### src/design/hanbr_pkg.sv
// ----------------------------------------------------------------------------
// hanbr_pkg
// Shared types, codes and the sequencer program of the best response unit.
// ----------------------------------------------------------------------------
package hanbr_pkg;

  localparam logic FUNC_LOAD = 1'b0;
  localparam logic FUNC_RUN  = 1'b1;

  localparam logic STATUS_OK  = 1'b0;
  localparam logic STATUS_BAD = 1'b1;

  localparam logic [1:0] SUPPORT_PAIR   = 2'd2;
  localparam logic [1:0] SUPPORT_TRIPLE = 2'd3;

  localparam int CFG_IDX_W  = 8;
  localparam int CFG_DATA_W = 32;
  localparam int COUNT_W    = 7;

  localparam logic [CFG_IDX_W-1:0] REG_ROW_COUNT = 8'd0;
  localparam logic [CFG_IDX_W-1:0] REG_COL_COUNT = 8'd1;

  typedef struct packed {
    logic        func;
    logic [5:0]  cell_row;
    logic [5:0]  cell_col;
    logic [31:0] row_payoff;
    logic [31:0] col_payoff;
    logic [7:0]  start_strategy;
  } in_item_t;

  typedef struct packed {
    logic       status;
    logic       player_side;
    logic [5:0] first_strategy;
    logic [5:0] response_strategy;
    logic [5:0] second_strategy;
    logic [1:0] support_size;
  } out_item_t;

  // datapath operation of one step
  typedef enum logic [2:0] {
    OP_NONE,
    OP_WAIT,
    OP_DECODE,
    OP_ISSUE_A,
    OP_ISSUE_B,
    OP_TAKE_RESP,
    OP_FINISH,
    OP_EMIT
  } op_e;

  // next step selection
  typedef enum logic [2:0] {
    C_NEXT,
    C_ACCEPT,
    C_EARLY,
    C_MORE,
    C_OUT_FREE,
    C_JUMP
  } cond_e;

  typedef logic [3:0] pc_t;

  typedef struct packed {
    op_e   op;
    cond_e cond;
    pc_t   target;
  } ctrl_t;

  typedef struct packed {
    logic fire;
    logic early;
    logic more;
    logic out_free;
  } seq_stat_t;

  localparam pc_t PC_WAIT    = 4'd0;
  localparam pc_t PC_DECODE  = 4'd1;
  localparam pc_t PC_A_ISSUE = 4'd2;
  localparam pc_t PC_A_DRAIN = 4'd3;
  localparam pc_t PC_TAKE    = 4'd4;
  localparam pc_t PC_B_ISSUE = 4'd5;
  localparam pc_t PC_B_DRAIN = 4'd6;
  localparam pc_t PC_FINISH  = 4'd7;
  localparam pc_t PC_EMIT    = 4'd8;

  function automatic ctrl_t ucode(input pc_t pc);
    ctrl_t w;
    case (pc)
      PC_WAIT:    w = '{op: OP_WAIT,      cond: C_ACCEPT,   target: PC_WAIT};
      PC_DECODE:  w = '{op: OP_DECODE,    cond: C_EARLY,    target: PC_EMIT};
      PC_A_ISSUE: w = '{op: OP_ISSUE_A,   cond: C_MORE,     target: PC_A_ISSUE};
      PC_A_DRAIN: w = '{op: OP_NONE,      cond: C_NEXT,     target: PC_WAIT};
      PC_TAKE:    w = '{op: OP_TAKE_RESP, cond: C_NEXT,     target: PC_WAIT};
      PC_B_ISSUE: w = '{op: OP_ISSUE_B,   cond: C_MORE,     target: PC_B_ISSUE};
      PC_B_DRAIN: w = '{op: OP_NONE,      cond: C_NEXT,     target: PC_WAIT};
      PC_FINISH:  w = '{op: OP_FINISH,    cond: C_NEXT,     target: PC_WAIT};
      PC_EMIT:    w = '{op: OP_EMIT,      cond: C_OUT_FREE, target: PC_WAIT};
      default:    w = '{op: OP_NONE,      cond: C_JUMP,     target: PC_WAIT};
    endcase
    return w;
  endfunction

endpackage

### src/design/hanbr_seq.sv
// ----------------------------------------------------------------------------
// hanbr_seq
// Step counter and program table; issues one control word per cycle.
// ----------------------------------------------------------------------------
module hanbr_seq import hanbr_pkg::*; (
  input  logic      clk_i,
  input  logic      rst_ni,
  input  seq_stat_t stat_i,
  output ctrl_t     ctrl_o
);

  pc_t   pc_q, pc_d;
  ctrl_t cw;

  assign cw     = ucode(pc_q);
  assign ctrl_o = cw;

  always_comb begin
    pc_d = pc_q + 4'd1;
    case (cw.cond)
      C_NEXT:     pc_d = pc_q + 4'd1;
      C_ACCEPT:   pc_d = stat_i.fire ? pc_q + 4'd1 : pc_q;
      C_EARLY:    pc_d = stat_i.early ? cw.target : pc_q + 4'd1;
      C_MORE:     pc_d = stat_i.more ? cw.target : pc_q + 4'd1;
      C_OUT_FREE: pc_d = stat_i.out_free ? cw.target : pc_q;
      C_JUMP:     pc_d = cw.target;
      default:    pc_d = PC_WAIT;
    endcase
  end

  always_ff @(posedge clk_i or negedge rst_ni) begin
    if (!rst_ni) begin
      pc_q <= PC_WAIT;
    end else begin
      pc_q <= pc_d;
    end
  end

endmodule

### config.mk
export PLATFORM = sky130hd
export DESIGN_NAME = hanbr_seq
export DESIGN_NICKNAME = d
export VERILOG_FILES = /design/src/design/hanbr_pkg.sv /design/src/design/hanbr_seq.sv
export SDC_FILE = /design/constraint.sdc
export NUM_CORES = 1
export LEC_CHECK = 0
export BUFFER_PORTS_ARGS = -buffer_cell sky130_fd_sc_hd__buf_2
export CAP_MARGIN = 10
export CORE_AREA = 2 2 39 41
export DETAILED_ROUTE_END_ITERATION = 7
export DIE_AREA = 0 0 41 43
export PLACE_DENSITY = 0.71
export SLEW_MARGIN = 20
export SYNTH_ARGS = -nofsm -noshare
export SYNTH_HDL_FRONTEND = slang
export SYNTH_SLANG_ARGS = --single-unit
export TNS_END_PERCENT = 100
### constraint.sdc
create_clock -name clk_i -period 5.62 [get_ports clk_i]
set_input_delay 0.562 -clock clk_i [delete_from_list [all_inputs] [get_ports clk_i]]
set_output_delay 0.562 -clock clk_i [all_outputs]
set_load 0.02 [all_outputs]
==> metrics <==
filler instances 143; sw frac 55.29%; Critical Path AT 2.02 ns; Max Fclk 387.5 MHz; post-DR wirelength/cell 13.04 um; initial cell density of the core 39.78%; via count of the first global-routing pass 494; CTS tree built; post-synthesis register bit count 4; pins over their slew limit 0; synthesized cell area 550.5 um2; met2 WL 629 um; Via-to-Cell Ratio about 5.8; VDD IR max 0.0002056 V; number of synthesized flops with an enable pin 0; DP HPWL 989.7 um; Max-Cap Viols 0; power density over the cells 675.0 mW/mm2; async set-reset flop share out of synthesis 100.0%; Setup Skew between 0.006 and 0.007 ns; status finished clean; fraction of layout cells with a size suffix above 1 a little over a quarter; initial antenna violation count 0; die area 0.001763 mm2; core area approximately 0.0014 mm2; combinational power share between 70% and 80%; uppermost layer routed met4; Largest register FFs 4; YS warnings 0; clk sink count 4; FF-to-FF setup slack 3.46 ns; Post-CTS Setup Repair Bufs 0; Largest regs pc_q (4); worst-path fanout max 8; Die Ht 43 um; met1 WL about 600 um; register area 100.1 um2; ant diodes 0; metal3 WL 61 um; leading cell types by count after synthesis ha_1 (6), nand2_1 (6), nor2_1 (6); initial DRC count 16; I/O Pins 16; final hold vios 0; count of input and output buffers 15; Avg Synthesized Cell Area 7.865 um2; sw power 0.2391 mW; DR DRC count 0; Clock transition at path regs about 0.040 ns; top-area cell type share of the netlist area 18.18%; Clock Latency Late Sink 0.23 ns; Buf/Inv on CP 2; row count 14; Total GRT Usage 17.15%; synth unique cells 32; Lkg Pwr 0.3109 nW; slew at the pin closest to its max-slew limit 0.4950 ns; area leader, netlist dfrtp_1; CP max stage delay around 0.44 ns; Design Area, Final 640.6 um2; startpoint types flip-flop; Multi-input gate area 400.4 um2; top cells by area, synth dfrtp_1 (18%), ha_1 (14%), o32ai_4 (5.0%); drt first pass iters 4; PostCTS Resize Cnt 0; critical path endpoint category output port; slowest CP cell dfrtp_1; worst path cell trace inv_1, ha_1, nor2_1, mux2_2, o21ai_1, buf_2; Final #Nets 97; # setup viols final 0; first-pass GRT wire length 2.125 mm; delay-heaviest family, CP flip-flops; global route total overflow 0; largest net degree at the start of global routing 18; Post-Synthesis Cells 70; P&R area growth vs syn 16.36%; CTS Buf Count 3; placed inst area 618.1 um2; # hold bufs at CTS 0; Seq/Total Area, Yosys 18.18%; relative slew slack 67.00%; syn nets 82; RSZ-0062 raised after global routing false; Internal Power 0.1933 mW; Clock Tree Buf Depth 2; share of total power in the clock network 8.0%; Final min period 2.581 ns; Top reg by flops pc_q; TNS Setup 0 ns; Crit Path Class reg -> out; HP Class in -> async; CTS root buf clkbuf_4; placer congestion estimate 0.8167; final worst-path cycle share 45.92%; Detail Route Antenna Nets 0; CP required 5.06 ns; sequential power share 16.4%; H-tree depth 1; ys flop type dfrtp_1; Die Wd 41 um; routed wire length 1.291 mm; total number of vias 571
[path summary, 6_finish.rpt]
| check | start | to | depth (start not counted) |
|---|---|---|---|
| max | pc_q[0]$_DFFE_PN0P_ | ctrl_o[4] | 6 |
| min | rst_ni | pc_q[3]$_DFFE_PN0P_ | 1 |
| max reg2reg | pc_q[0]$_DFFE_PN0P_ | pc_q[0]$_DFFE_PN0P_ | 6 |
| min reg2reg | pc_q[1]$_DFFE_PN0P_ | pc_q[1]$_DFFE_PN0P_ | 2 |
| max in group asynchronous | rst_ni | pc_q[1]$_DFFE_PN0P_ | 1 |
| min in group clk_i | pc_q[1]$_DFFE_PN0P_ | pc_q[1]$_DFFE_PN0P_ | 2 |
[cells in the final DEF (no fill, tap or decap), drive strengths merged]
cell type / Yosys / final
a21o: 1 / 1
a21oi: 3 / 3
a2bb2oi: 1 / 1
a31oi: 4 / 4
a32oi: 1 / 1
and2: 2 / 2
and3: 1 / 1
and4b: 1 / 1
buf: 3 / 15
clkbuf: 2 / 3
dfrtp: 4 / 4
ha: 6 / 6
inv: 6 / 6
mux2: 1 / 1
mux2i: 2 / 2
nand2: 6 / 6
nand2b: 2 / 2
nand3: 2 / 2
nor2: 6 / 6
nor3: 1 / 1
nor4b: 1 / 1
o2111ai: 2 / 2
o21ai: 4 / 4
o21bai: 1 / 1
o22ai: 2 / 2
o31ai: 2 / 2
o32ai: 1 / 1
or4: 2 / 2
[power by group through the flow]
stage,Combinational (mW),Sequential [mW],Clock [mW]
5_1_grt,0.362,0.0740,0.0397
4_1_cts,0.326,0.0705,0.0359
2_1_floorplan,0.262,0.0558,0
3_5_place_dp,0.325,0.0709,0
3_3_place_gp,0.324,0.0707,0
6_report,0.327,0.0709,0.0344
[metrics by stage]
stage                     power (mW)  cells  utilization [%]  setup WS [ns]  hold slack (ns)
after detailed placement      0.3956     96            44.67          3.303           0.3703
after global placement        0.3944     96            44.67          3.368           0.3718
after CTS                     0.4321     99            46.29          3.049           0.1223
after global routing          0.4760     99            46.29          2.865           0.1215
final                         0.4324     99            46.29          3.039           0.1247
after floorplan               0.3177     70                -          3.498           0.2664
[routing by layer]
metal  global-route usage (%)  vias to the layer above
met5                        0                        -
met4                    4.000                        0
met3                    6.806                        2
met1                    21.90                      265
met2                    26.25                       21
li1                         -                      283
[final cells by class]
type | instances | area share [%]
inverter | 6 | 3.516
clock buffer | 3 | 3.516
tap | 16 | 3.125
multi-input combinational | 55 | 62.50
timing repair buffer | 15 | 11.72
sequential | 4 | 15.63
[cells by family (layout without fill, tap and decap cells)]
kind of cell	count (synthesis)	in the layout	share of synthesized area (%)
flip-flops	4	4	18.18
AO/OA/AOI/OAI	22	22	30.00
multiplexers	3	3	5.682
adder cells (fa/ha/maj)	6	6	13.64
buffers and inverters	11	24	9.089
AND/OR/NAND/NOR	24	24	23.41
Note: power is estimated with default switching activity, not from simulation.
